## src/design/llwp_pkg.sv

```systemverilog
// Shared types, character codes and helper functions for the labelled-line
// word-prefix tokenizer. No dependencies.
package llwp_pkg;

   localparam int COUNT_WIDTH_DEFAULT = 16;
   localparam int OUT_COUNT_WIDTH = 16;
   localparam int PREFIX_WIDTH = 4;
   localparam int PAD_WIDTH = 3;

   localparam logic [PREFIX_WIDTH-1:0] PREFIX_RESET = 4'd4;
   localparam logic [PREFIX_WIDTH-1:0] PREFIX_MIN = 4'd1;
   localparam logic [PREFIX_WIDTH-1:0] PREFIX_MAX = 4'd8;

   localparam logic [7:0] CHAR_NEWLINE = 8'd10;
   localparam logic [7:0] CHAR_SPACE = 8'd32;
   localparam logic [7:0] CHAR_ZERO = 8'd48;
   localparam logic [7:0] CHAR_ONE = 8'd49;
   localparam logic [7:0] CHAR_UNDERSCORE = 8'd95;
   localparam logic [7:0] CHAR_LOWER_A = 8'd97;
   localparam logic [7:0] CHAR_LOWER_Z = 8'd122;
   localparam logic [7:0] CHAR_UPPER_A = 8'd65;
   localparam logic [7:0] CHAR_UPPER_Z = 8'd90;
   localparam logic [7:0] CHAR_HAM = 8'd104;
   localparam logic [7:0] CHAR_SPAM = 8'd115;
   localparam logic [7:0] CASE_OFFSET = 8'd32;

   // One input transaction's worth of results: an optional head result, an
   // optional letter, a run of underscores and an optional newline.
   typedef struct packed {
      logic                       head_en;
      logic [7:0]                 head_char;
      logic                       head_valid;
      logic                       head_bad;
      logic                       letter_en;
      logic [7:0]                 letter_char;
      logic [PAD_WIDTH-1:0]       pad_cnt;
      logic                       nl_en;
      logic [OUT_COUNT_WIDTH-1:0] ham;
      logic [OUT_COUNT_WIDTH-1:0] spam;
   } burst_type;

   function automatic logic is_letter(input logic [7:0] ch);
      return ((ch >= CHAR_LOWER_A) && (ch <= CHAR_LOWER_Z)) ||
             ((ch >= CHAR_UPPER_A) && (ch <= CHAR_UPPER_Z));
   endfunction

   function automatic logic [7:0] to_lower(input logic [7:0] ch);
      return (ch < CHAR_LOWER_A) ? ch + CASE_OFFSET : ch;
   endfunction

   function automatic logic [PREFIX_WIDTH-1:0] eff_prefix(input logic [PREFIX_WIDTH-1:0] p);
      logic [PREFIX_WIDTH-1:0] r;
      if (p < PREFIX_MIN) begin
         r = PREFIX_MIN;
      end else if (p > PREFIX_MAX) begin
         r = PREFIX_MAX;
      end else begin
         r = p;
      end
      return r;
   endfunction

endpackage

```

## src/design/llwp_parser.sv

```systemverilog
// Line and word parser: holds the parse mode, letter count and line counters
// and turns each accepted character into a result burst. Uses llwp_pkg.
module llwp_parser import llwp_pkg::*; #(
   parameter int COUNT_WIDTH = COUNT_WIDTH_DEFAULT
) (
   input  logic                    clock,
   input  logic                    reset,
   input  logic                    accept,
   input  logic [7:0]              in_char,
   input  logic [PREFIX_WIDTH-1:0] prefix_length,
   output burst_type               burst,
   output logic                    burst_any
);

   typedef enum logic [1:0] {
      LINE_START,
      LABEL,
      GAP,
      WORD
   } mode_type;

   localparam logic [COUNT_WIDTH-1:0] COUNT_MAX = '1;

   mode_type                mode_ff, mode_in;
   logic [PREFIX_WIDTH-1:0] letters_ff, letters_in;
   logic [COUNT_WIDTH-1:0]  ham_ff, ham_in;
   logic [COUNT_WIDTH-1:0]  spam_ff, spam_in;

   logic                    alpha;
   logic                    nl;
   logic [PREFIX_WIDTH-1:0] prefix;
   logic [PREFIX_WIDTH-1:0] pad_full;
   logic [COUNT_WIDTH+OUT_COUNT_WIDTH-1:0] ham_wide;
   logic [COUNT_WIDTH+OUT_COUNT_WIDTH-1:0] spam_wide;

   assign alpha = is_letter(in_char);
   assign nl = (in_char == CHAR_NEWLINE);
   assign prefix = eff_prefix(prefix_length);
   assign pad_full = (letters_ff < prefix) ? prefix - letters_ff : '0;

   always_comb begin
      mode_in = mode_ff;
      letters_in = letters_ff;
      ham_in = ham_ff;
      spam_in = spam_ff;
      burst = '0;
      unique case (mode_ff)
         LINE_START: begin
            if (in_char == CHAR_HAM) begin
               if (ham_ff != COUNT_MAX) begin
                  ham_in = ham_ff + 1'b1;
               end
               burst.head_en = 1'b1;
               burst.head_char = CHAR_ZERO;
               burst.head_valid = 1'b1;
               mode_in = LABEL;
            end else if (in_char == CHAR_SPAM) begin
               if (spam_ff != COUNT_MAX) begin
                  spam_in = spam_ff + 1'b1;
               end
               burst.head_en = 1'b1;
               burst.head_char = CHAR_ONE;
               burst.head_valid = 1'b1;
               mode_in = LABEL;
            end else begin
               burst.head_en = 1'b1;
               burst.head_bad = 1'b1;
               if (alpha) begin
                  mode_in = LABEL;
               end else if (nl) begin
                  burst.nl_en = 1'b1;
                  mode_in = LINE_START;
               end else begin
                  mode_in = GAP;
               end
            end
         end
         LABEL: begin
            if (nl) begin
               burst.nl_en = 1'b1;
               mode_in = LINE_START;
            end else if (!alpha) begin
               mode_in = GAP;
            end
         end
         GAP: begin
            if (nl) begin
               burst.nl_en = 1'b1;
               mode_in = LINE_START;
            end else if (alpha) begin
               burst.head_en = 1'b1;
               burst.head_char = CHAR_SPACE;
               burst.head_valid = 1'b1;
               burst.letter_en = 1'b1;
               burst.letter_char = to_lower(in_char);
               letters_in = PREFIX_MIN;
               mode_in = WORD;
            end
         end
         WORD: begin
            if (alpha) begin
               if (letters_ff < prefix) begin
                  burst.head_en = 1'b1;
                  burst.head_char = to_lower(in_char);
                  burst.head_valid = 1'b1;
                  letters_in = letters_ff + 1'b1;
               end
            end else begin
               burst.pad_cnt = pad_full[PAD_WIDTH-1:0];
               if (nl) begin
                  burst.nl_en = 1'b1;
                  mode_in = LINE_START;
               end else begin
                  mode_in = GAP;
               end
            end
         end
         default: begin
            mode_in = LINE_START;
         end
      endcase
      if (mode_in != WORD) begin
         letters_in = '0;
      end
      ham_wide = {{OUT_COUNT_WIDTH{1'b0}}, ham_in};
      spam_wide = {{OUT_COUNT_WIDTH{1'b0}}, spam_in};
      burst.ham = ham_wide[OUT_COUNT_WIDTH-1:0];
      burst.spam = spam_wide[OUT_COUNT_WIDTH-1:0];
   end

   assign burst_any = burst.head_en | burst.letter_en | (burst.pad_cnt != '0) | burst.nl_en;

   always_ff @(posedge clock) begin
      if (reset) begin
         mode_ff <= LINE_START;
         letters_ff <= '0;
         ham_ff <= '0;
         spam_ff <= '0;
      end else if (accept) begin
         mode_ff <= mode_in;
         letters_ff <= letters_in;
         ham_ff <= ham_in;
         spam_ff <= spam_in;
      end
   end

   a_letters_in_word: assert property (@(posedge clock) disable iff (reset)
      (mode_ff != WORD) |-> (letters_ff == '0))
      else $error("letter count nonzero outside a word");

   a_letters_bounded: assert property (@(posedge clock) disable iff (reset)
      (mode_ff == WORD) |-> ((letters_ff >= PREFIX_MIN) && (letters_ff <= PREFIX_MAX)))
      else $error("letter count out of range inside a word");

endmodule

```

## src/design/llwp_emitter.sv

```systemverilog
// Burst serializer and result register: plays out one burst, one result per
// cycle while rsp_ready lets it, into the output register. Uses llwp_pkg.
module llwp_emitter import llwp_pkg::*; (
   input  logic                       clock,
   input  logic                       reset,
   input  logic                       load,
   input  burst_type                  burst,
   output logic                       load_ready,
   output logic                       rsp_valid,
   input  logic                       rsp_ready,
   output logic [7:0]                 rsp_out_char,
   output logic                       rsp_char_valid,
   output logic                       rsp_bad_label,
   output logic [OUT_COUNT_WIDTH-1:0] rsp_ham_count,
   output logic [OUT_COUNT_WIDTH-1:0] rsp_spam_count,
   output logic                       rsp_last
);

   burst_type                  seq_ff, seq_in, seq_left;
   logic                       busy;
   logic                       emit;
   logic                       done;
   logic [7:0]                 char_sel;
   logic                       valid_sel;
   logic                       bad_sel;

   logic                       rsp_valid_ff, rsp_valid_in;
   logic [7:0]                 char_ff;
   logic                       char_valid_ff;
   logic                       bad_ff;
   logic [OUT_COUNT_WIDTH-1:0] ham_ff;
   logic [OUT_COUNT_WIDTH-1:0] spam_ff;
   logic                       last_ff;

   assign busy = seq_ff.head_en | seq_ff.letter_en | (seq_ff.pad_cnt != '0) | seq_ff.nl_en;
   assign emit = busy && (!rsp_valid_ff || rsp_ready);

   always_comb begin
      seq_left = seq_ff;
      char_sel = CHAR_NEWLINE;
      valid_sel = 1'b1;
      bad_sel = 1'b0;
      priority if (seq_ff.head_en) begin
         char_sel = seq_ff.head_char;
         valid_sel = seq_ff.head_valid;
         bad_sel = seq_ff.head_bad;
         seq_left.head_en = 1'b0;
      end else if (seq_ff.letter_en) begin
         char_sel = seq_ff.letter_char;
         seq_left.letter_en = 1'b0;
      end else if (seq_ff.pad_cnt != '0) begin
         char_sel = CHAR_UNDERSCORE;
         seq_left.pad_cnt = seq_ff.pad_cnt - 1'b1;
      end else begin
         seq_left.nl_en = 1'b0;
      end
   end

   assign done = !(seq_left.head_en | seq_left.letter_en | (seq_left.pad_cnt != '0) |
                   seq_left.nl_en);
   assign load_ready = !busy || (emit && done);

   always_comb begin
      seq_in = seq_ff;
      if (load) begin
         seq_in = burst;
      end else if (emit) begin
         seq_in = seq_left;
      end
   end

   always_comb begin
      rsp_valid_in = rsp_valid_ff;
      if (emit) begin
         rsp_valid_in = 1'b1;
      end else if (rsp_ready) begin
         rsp_valid_in = 1'b0;
      end
   end

   always_ff @(posedge clock) begin
      if (reset) begin
         seq_ff <= '0;
         rsp_valid_ff <= 1'b0;
      end else begin
         seq_ff <= seq_in;
         rsp_valid_ff <= rsp_valid_in;
      end
   end

   always_ff @(posedge clock) begin
      if (emit) begin
         char_ff <= valid_sel ? char_sel : 8'd0;
         char_valid_ff <= valid_sel;
         bad_ff <= bad_sel;
         ham_ff <= seq_ff.ham;
         spam_ff <= seq_ff.spam;
         last_ff <= done;
      end
   end

   assign rsp_valid = rsp_valid_ff;
   assign rsp_out_char = char_ff;
   assign rsp_char_valid = char_valid_ff;
   assign rsp_bad_label = bad_ff;
   assign rsp_ham_count = ham_ff;
   assign rsp_spam_count = spam_ff;
   assign rsp_last = last_ff;

   a_load_when_free: assert property (@(posedge clock) disable iff (reset)
      load |-> load_ready)
      else $error("burst loaded over one still in progress");

   a_idle_after_last: assert property (@(posedge clock) disable iff (reset)
      (emit && done && !load) |=> !busy)
      else $error("burst still busy after its last result");

endmodule

```

## src/design/labelled_line_word_prefix_tokenizer.sv

```systemverilog
// Top level of the labelled-line word-prefix tokenizer: parser, burst
// serializer and the prefix length register. Uses llwp_pkg, llwp_parser and
// llwp_emitter.
// The results of an accepted character are loaded into the burst register and
// then registered into the output register. Characters that cause one result or
// none flow at one per cycle while the output is not stalled; a character that
// causes more results holds the serializer until its last result is emitted.
// Reset is synchronous: line start, zero counts and prefix length 4.
module labelled_line_word_prefix_tokenizer import llwp_pkg::*; #(
   parameter int COUNT_WIDTH = COUNT_WIDTH_DEFAULT
) (
   input  logic                       clock,
   input  logic                       reset,
   input  logic                       req_valid,
   output logic                       req_ready,
   input  logic [7:0]                 req_in_char,
   output logic                       rsp_valid,
   input  logic                       rsp_ready,
   output logic [7:0]                 rsp_out_char,
   output logic                       rsp_char_valid,
   output logic                       rsp_bad_label,
   output logic [OUT_COUNT_WIDTH-1:0] rsp_ham_count,
   output logic [OUT_COUNT_WIDTH-1:0] rsp_spam_count,
   output logic                       rsp_last,
   input  logic                       csr_valid,
   output logic                       csr_ready,
   input  logic [PREFIX_WIDTH-1:0]    csr_prefix_length
);

   logic [PREFIX_WIDTH-1:0] prefix_ff;
   logic                    accept;
   logic                    load_ready;
   burst_type               burst;
   logic                    burst_any;

   assign csr_ready = 1'b1;

   always_ff @(posedge clock) begin
      if (reset) begin
         prefix_ff <= PREFIX_RESET;
      end else if (csr_valid && csr_ready) begin
         prefix_ff <= csr_prefix_length;
      end
   end

   assign req_ready = load_ready;
   assign accept = req_valid && req_ready;

   llwp_parser #(
      .COUNT_WIDTH(COUNT_WIDTH)
   ) u_parser (
      .clock(clock),
      .reset(reset),
      .accept(accept),
      .in_char(req_in_char),
      .prefix_length(prefix_ff),
      .burst(burst),
      .burst_any(burst_any)
   );

   llwp_emitter u_emitter (
      .clock(clock),
      .reset(reset),
      .load(accept && burst_any),
      .burst(burst),
      .load_ready(load_ready),
      .rsp_valid(rsp_valid),
      .rsp_ready(rsp_ready),
      .rsp_out_char(rsp_out_char),
      .rsp_char_valid(rsp_char_valid),
      .rsp_bad_label(rsp_bad_label),
      .rsp_ham_count(rsp_ham_count),
      .rsp_spam_count(rsp_spam_count),
      .rsp_last(rsp_last)
   );

endmodule

```

## config.mk

```make
export PLATFORM = sky130hd
export DESIGN_NAME = labelled_line_word_prefix_tokenizer
export DESIGN_NICKNAME = d
export VERILOG_FILES = /design/src/design/llwp_pkg.sv /design/src/design/llwp_parser.sv /design/src/design/llwp_emitter.sv /design/src/design/labelled_line_word_prefix_tokenizer.sv
export SDC_FILE = /design/constraint.sdc
export NUM_CORES = 1
export LEC_CHECK = 0
export BUFFER_PORTS_ARGS = -buffer_cell sky130_fd_sc_hd__buf_2
export CAP_MARGIN = 20
export CORE_AREA = 2 2 156 158
export CTS_BUF_LIST = sky130_fd_sc_hd__clkbuf_16
export CTS_CLUSTER_DIAMETER = 120
export DETAILED_ROUTE_END_ITERATION = 10
export DIE_AREA = 0 0 158 160
export HOLD_SLACK_MARGIN = 0.02
export PLACE_DENSITY = 0.53
export SLEW_MARGIN = 15
export SYNTH_ARGS = -nofsm -noshare
export SYNTH_HDL_FRONTEND = slang
export SYNTH_SLANG_ARGS = --single-unit
```

## constraint.sdc

```tcl
create_clock -name clock -period 10.65 [get_ports clock]
set_clock_uncertainty 0.1 [all_clocks]
set_input_delay 0.5325 -clock clock [delete_from_list [all_inputs] [get_ports clock]]
set_output_delay 0.5325 -clock clock [all_outputs]
set_load 0.05 [all_outputs]
```

==> results of run 1 <==
==> final timing paths <==
path                                  to  depth (start not counted)                  from  slack [ps]
max reg2reg          u_emitter.seq_ff[5]                          9  u_emitter.seq_ff[33]        6990
min reg2reg  u_emitter.rsp_spam_count[2]                          0   u_emitter.seq_ff[2]         320
min                         prefix_ff[2]                          3  csr_prefix_length[2]         240
max                  u_emitter.seq_ff[5]                          9  u_emitter.seq_ff[33]        6990
==> through the flow <==
step / utilization / power, mW / worst slack, ps
2_1_floorplan: - / 1.61 / 6980
3_3_place_gp: 0.316 / 1.84 / 7040
3_5_place_dp: 0.316 / 1.84 / 6960
4_1_cts: 0.343 / 2.49 / 6970
5_1_grt: 0.343 / 2.60 / 6560
6_report: 0.343 / 2.46 / 6990
==> cells in the mapped netlist (4+ instances only) <==
cell type,n
sky130_fd_sc_hd__a2111oi_0,4
sky130_fd_sc_hd__a211o_1,4
sky130_fd_sc_hd__a211oi_1,44
sky130_fd_sc_hd__a21o_1,4
sky130_fd_sc_hd__a21oi_1,25
sky130_fd_sc_hd__a31o_2,11
sky130_fd_sc_hd__and2_1,4
sky130_fd_sc_hd__and3_1,9
sky130_fd_sc_hd__and4_1,5
sky130_fd_sc_hd__buf_2,11
sky130_fd_sc_hd__clkbuf_1,23
sky130_fd_sc_hd__dfxtp_1,99
sky130_fd_sc_hd__edfxtp_1,43
sky130_fd_sc_hd__ha_1,16
sky130_fd_sc_hd__inv_1,33
sky130_fd_sc_hd__mux2_1,4
sky130_fd_sc_hd__mux2_2,5
sky130_fd_sc_hd__mux2i_1,26
sky130_fd_sc_hd__nand2_1,75
sky130_fd_sc_hd__nand2b_1,12
sky130_fd_sc_hd__nand3_1,34
sky130_fd_sc_hd__nand4_1,9
sky130_fd_sc_hd__nor2_1,58
sky130_fd_sc_hd__nor2b_1,15
sky130_fd_sc_hd__nor3_1,18
sky130_fd_sc_hd__nor4_1,5
sky130_fd_sc_hd__o21ai_0,21
sky130_fd_sc_hd__o22ai_1,4
sky130_fd_sc_hd__or3_1,8
sky130_fd_sc_hd__xnor2_1,18
sky130_fd_sc_hd__xor2_1,26
==> metal layers <==
layer  global-route usage  part of all wire
met2                0.189              0.42
met5                    0                 0
met3               0.0282             0.034
met1                0.191              0.52
met4               0.0520             0.019
==> registers in the layout, indices dropped and copies added, names as in the netlist, 2 cells and up <==
register,count
u_emitter.rsp_ham_count,16
u_emitter.rsp_out_char,8
u_parser.letters_ff,4
u_emitter.rsp_spam_count,16
u_parser.mode_ff,2
u_parser.spam_ff,16
u_emitter.seq_ff,56
prefix_ff,4
u_parser.ham_ff,16
==> kinds of logic after synthesis <==
logic type               Yosys count  synth area share
AND/OR/NAND/NOR                  269             0.195
AO/OA/AOI/OAI                    143             0.147
flip-flops                       142             0.472
buffers and inverters             74            0.0463
XOR/XNOR                          44            0.0555
multiplexers                      35            0.0521
adder cells (fa/ha/maj)           17            0.0317
other                              1          0.000540
==> final cells by class <==
class / count / area (sq um) / area share
Multi-Input combinational cell: 509 / 3370 / 0.413
Sequential cell: 142 / 3270 / 0.401
Clock buffer: 17 / 425 / 0.0521
Tap cell: 324 / 405 / 0.0496
Timing Repair Buffer: 68 / 358 / 0.0438
Clock inverter: 15 / 205 / 0.0251
Inverter: 34 / 128 / 0.0156
==> worst max-delay path, cell delays in order (launching register included) <==
cell,delay (ps)
sky130_fd_sc_hd__dfxtp_1,320
sky130_fd_sc_hd__inv_1,120
sky130_fd_sc_hd__ha_1,200
sky130_fd_sc_hd__nand2b_1,120
sky130_fd_sc_hd__nor4_1,620
sky130_fd_sc_hd__and2_1,310
sky130_fd_sc_hd__a31o_2,630
sky130_fd_sc_hd__o21ai_4,310
sky130_fd_sc_hd__buf_4,380
sky130_fd_sc_hd__mux2_1,380
==> report_power, final <==
group	total, mW	switching (mW)	internal [mW]
Combinational	1.01	0.766	0.247
Sequential	0.804	0.0593	0.745
Clock	0.645	0.249	0.396
==> impl_summary.log, run 1 <==
INFO  metric status = finished, final reports clean
INFO  metric synth.ff_latch_count = 142
INFO  metric dp.cells = 1077
INFO  metric cts-root-to-sink-buffers = 2
INFO  metric path_clk_slew = 70 ps
INFO  metric slew_headroom = 0.292
INFO  metric cts.repair_timing.setup_buffer_count = 0
INFO  metric start_util = 0.291
INFO  metric die_w = 158 um
INFO  metric antennaDiodeCount = 0
INFO  metric grt_first_pass_wirelength = 26100 um
INFO  metric tritoncts = done
INFO  metric layoutNonFillerInstCount = 1109
INFO  metric final_antenna_net_count = 0
INFO  metric layout.cells.most_common_list = sky130_fd_sc_hd__dfxtp_1 (99), sky130_fd_sc_hd__nand2_1 (75), sky130_fd_sc_hd__buf_2 (61)
INFO  metric synth_top_cells_by_area = sky130_fd_sc_hd__dfxtp_1 (29%), sky130_fd_sc_hd__edfxtp_1 (19%), sky130_fd_sc_hd__a211oi_1 (4.8%)
INFO  metric number_of_buffers_inserted_by_hold_repair_at_cts = 0
INFO  metric post_drt_via_cell_ratio = 4.78
INFO  metric place.detailed.hpwl = 10700 um
INFO  metric synth.avg_cell_area = 9.57 sq um
INFO  metric critPathMaxFanout = 37
INFO  metric placeableCoreArea = 23800 sq um
INFO  metric most_common_cell_after_layout_fill_and_taps_aside = sky130_fd_sc_hd__dfxtp_1
INFO  metric layout.filler_cells = 2490
INFO  metric path_class = reg2reg
INFO  metric syn-num-nets = 759
INFO  metric post_route_cells_drive_above_1_share = 0.171
INFO  metric end_kind = flop
INFO  metric asyncSetResetFlopFracSynth = 0
INFO  metric synth.top_cell.area_share = 0.286
INFO  metric io-pin-count = 63
INFO  metric h-tree-depth = 4
INFO  metric drt_pass1_iterations = 4
INFO  metric cts.sink_count = 142
INFO  metric grt_setup_unrepaired = no
INFO  metric cts-buffers-inserted = 17
INFO  metric synth.yosys.seq_area_share = 0.472
INFO  metric power.density = 301 nW/um^2
INFO  metric timing.max_cap.violations = 0
INFO  metric floorplan.rows = 57
INFO  metric whs = 236 ps
INFO  metric fin_setup_tns = 0 ps
INFO  metric synth.lib_cells_used.distinct = 71
INFO  metric synth-edff-count = 43
INFO  metric routed_len_inst = 14.5 um
INFO  metric antenna_violations_before_repair = 0
INFO  metric grt_overflow = 0
INFO  metric synth_area = 6940 sq um
INFO  metric port-buffer-count = 61
INFO  metric clock_latency = 430 ps
INFO  metric syn-instance-count = 725
INFO  metric vdd_drop_max = 0.000115 V
INFO  metric finalNetCount = 806
INFO  metric postLayoutCellArea = 8170 sq um
INFO  metric route.detailed.drc = 0
INFO  metric cp_data_required_time = 10860 ps
INFO  metric finalCritPeriodShare = 0.343
INFO  metric design.die.area = 25300 sq um
INFO  metric maximum_number_of_pins_on_one_net_before_global_route_repair = 74
INFO  metric hold_violations = 0
INFO  metric route.final.wire_length = 16100 um
INFO  metric cts.root.buffer_cell = sky130_fd_sc_hd__clkbuf_16
INFO  metric grt_util_all_layers = 0.131
INFO  metric cellLeakagePower = 3.06 nW
INFO  metric placed_cell_area = 7540 sq um
INFO  metric dr.first_iter.drc_count = 224
INFO  metric routabilityCongestion = 0.835
INFO  metric timing.fmax = 274 MHz
INFO  metric worstMarginPinSlew = 1050 ps
INFO  metric slew_violations = 0
INFO  metric area_overhead_vs_synth = 17.7%
INFO  metric first_global_vias = 4906
INFO  metric ys_warns = 0
INFO  metric ctsResizeCount = 0
INFO  metric worstPathArrival = 3870 ps
INFO  metric synthDominantAreaCellType = sky130_fd_sc_hd__dfxtp_1
INFO  metric yosys_most_used_dff = sky130_fd_sc_hd__dfxtp_1
INFO  metric die_height = 160 um
INFO  metric finalCriticalPeriod = 3660 ps
INFO  metric setup-violations-final = 0
INFO  metric worstSetupStartpointType = flop
INFO  metric num_vias = 5305
INFO  metric timing.hold.worst.class = in2reg
Note: power is estimated with default switching activity, not from simulation.
==> inputs of run 2 (changes only) <==
==> constraint.sdc (replaced) <==
create_clock -name clock -period 3.8 [get_ports clock]
set_clock_uncertainty 0.1 [all_clocks]
set_input_delay 0.19 -clock clock [delete_from_list [all_inputs] [get_ports clock]]
set_output_delay 0.19 -clock clock [all_outputs]
set_load 0.05 [all_outputs]
==> impl_summary.log, run 2 (synthesis gave the netlist of run 1 again) <==
INFO  metric finalNetCount = 824
INFO  metric area_overhead_vs_synth = 19.6%
INFO  metric holdPathStages = 4
INFO  metric die_height = 160 um
INFO  metric grt_overflow = 0
INFO  metric end_kind = flop
INFO  metric post_route_cells_drive_above_1_share = 0.174
INFO  metric topRoutingLayerUsed = met4
INFO  metric maximum_number_of_pins_on_one_net_before_global_route_repair = 51
INFO  metric layout.cells.most_common_list = sky130_fd_sc_hd__dfxtp_1 (99), sky130_fd_sc_hd__nand2_1 (75), sky130_fd_sc_hd__buf_2 (61)
INFO  metric io-pin-count = 63
INFO  metric num_vias = 5399
INFO  metric timing.fmax = 322 MHz
INFO  metric layout.filler_cells = 2495
INFO  metric reg2reg_setup_slack = 690 ps
INFO  metric finalCriticalPeriod = 3110 ps
INFO  metric most_common_cell_after_layout_fill_and_taps_aside = sky130_fd_sc_hd__dfxtp_1
INFO  metric cts.sink_count = 142
INFO  metric start_util = 0.291
INFO  metric worstMarginPinSlew = 777 ps
INFO  metric cts-root-to-sink-buffers = 2
INFO  metric placeableCoreArea = 23800 sq um
INFO  metric clock_latency = 420 ps
INFO  metric r2r_end = u_emitter.seq_ff[24]
INFO  metric cellLeakagePower = 3.12 nW
INFO  metric antenna_violations_before_repair = 0
INFO  metric route.final.wire_length = 16100 um
INFO  metric fin_setup_tns = 0 ps
INFO  metric grt_first_pass_wirelength = 26700 um
INFO  metric floorplan.rows = 57
INFO  metric worst_hold_startpoint = req_in_char[4]
INFO  metric setup-violations-final = 0
INFO  metric routabilityCongestion = 0.789
INFO  metric timing.hold.worst.class = in2reg
INFO  metric first_global_vias = 5172
INFO  metric slew_headroom = 0.482
INFO  metric dr.first_iter.drc_count = 350
INFO  metric grt_setup_unrepaired = no
INFO  metric detail_route.wirelength.met1 = 8110 um
INFO  metric cts.root.buffer_cell = sky130_fd_sc_hd__clkbuf_16
INFO  metric critPathMaxFanout = 34
INFO  metric path_clk_slew = 60 ps
INFO  metric largest_register_ff_count = 56
INFO  metric power.density = 827 nW/um^2
INFO  metric port-buffer-count = 61
INFO  metric place.detailed.hpwl = 10900 um
INFO  metric worst_hold_path.endpoint = u_emitter.seq_ff[51]
INFO  metric final.setup.worst_slack = 694 ps
INFO  metric cp_data_required_time = 4010 ps
INFO  metric worstSetupStartpointType = flop
INFO  metric critical_path.reg2reg.startpoint = prefix_ff[1]
INFO  metric place_worst_setup_slack = 684 ps
INFO  metric number_of_buffers_inserted_by_hold_repair_at_cts = 11
INFO  metric hold_violations = 0
INFO  metric setup.worst_path.start = prefix_ff[1]
INFO  metric rr_worst_depth = 12
INFO  metric cts.repair_timing.setup_buffer_count = 0
INFO  metric tritoncts = done
INFO  metric grt_util_all_layers = 0.133
INFO  metric ctsResizeCount = 0
INFO  metric vdd_drop_max = 0.000386 V
INFO  metric drt_pass1_iterations = 5
INFO  metric slew_violations = 0
INFO  metric final_antenna_net_count = 0
INFO  metric design.die.area = 25300 sq um
INFO  metric registers.top_by_ff_count = u_emitter.seq_ff
INFO  metric finalCritPeriodShare = 0.817
INFO  metric routed_len_inst = 14.3 um
INFO  metric worstPathArrival = 3310 ps
INFO  metric antennaDiodeCount = 0
INFO  metric cts-buffers-inserted = 17
INFO  metric timing.max_cap.violations = 0
INFO  metric route.met2.wl = 7170 um
INFO  metric h-tree-depth = 4
INFO  metric finish.utilization = 0.348
INFO  metric status = finished, final reports clean
INFO  metric path_class = reg2reg
INFO  metric post_drt_via_cell_ratio = 4.79
INFO  metric die_w = 158 um
INFO  metric route.detailed.drc = 0
INFO  metric routed-wl-met3 = 617 um
INFO  metric whs = 97.2 ps
==> run 2: cell type report <==
cell class,count,area [sq um],share of cell area
tap,324,405,0.0488
sequential,142,3270,0.394
clock buffer,17,425,0.0513
inverter,34,128,0.0154
timing repair buffer,86,533,0.0642
multi-input combinational,509,3370,0.407
clock inverter,15,161,0.0194
==> run 2: critical path, stage by stage, from the launching register on <==
cell and delay (ps):
sky130_fd_sc_hd__dfxtp_1 320, sky130_fd_sc_hd__nor2_1 100, sky130_fd_sc_hd__nor2_1 40, sky130_fd_sc_hd__nor2_1 130, sky130_fd_sc_hd__inv_1 60, sky130_fd_sc_hd__ha_1 190, sky130_fd_sc_hd__fa_1 380, sky130_fd_sc_hd__xor2_1 210
sky130_fd_sc_hd__nand3_1 130, sky130_fd_sc_hd__a211o_1 320, sky130_fd_sc_hd__o21ai_4 360, sky130_fd_sc_hd__buf_12 280, sky130_fd_sc_hd__mux2_2 360
==> run 2: routing by layer <==
layer  GRT usage  vias to the layer above
met1       0.188                     2555
met3      0.0274                       10
met5           0                        -
met4      0.0455                        0
met2       0.202                       96
li1            -                     2738
==> run 2: through the flow <==
step | instance area (sq um) | total power [mW] | cells
finish | 8300 | 6.86 | 1127
global route | 8300 | 7.25 | 1127
CTS | 8300 | 6.95 | 1127
detailed placement | 7600 | 5.26 | 1084
global placement | 7600 | 5.26 | 1084
floorplan | 6940 | 4.51 | 725
==> run 2: power by group <==
part	switching (mW)	internal, mW
clock network	0.688	0.977
logic	2.19	0.778
registers	0.144	2.09
==> run 2: how the worst max path moves through the flow <==
stage | slack, ps | depth (start not counted) | to
after floorplan | 130 | 8 | u_emitter.seq_ff[33]
after detailed placement | 680 | 12 | u_emitter.seq_ff[28]
after global placement | 720 | 12 | u_emitter.seq_ff[28]
after global routing | 460 | 12 | u_emitter.seq_ff[24]
after CTS | 660 | 12 | u_emitter.seq_ff[24]
final | 690 | 12 | u_emitter.seq_ff[24]
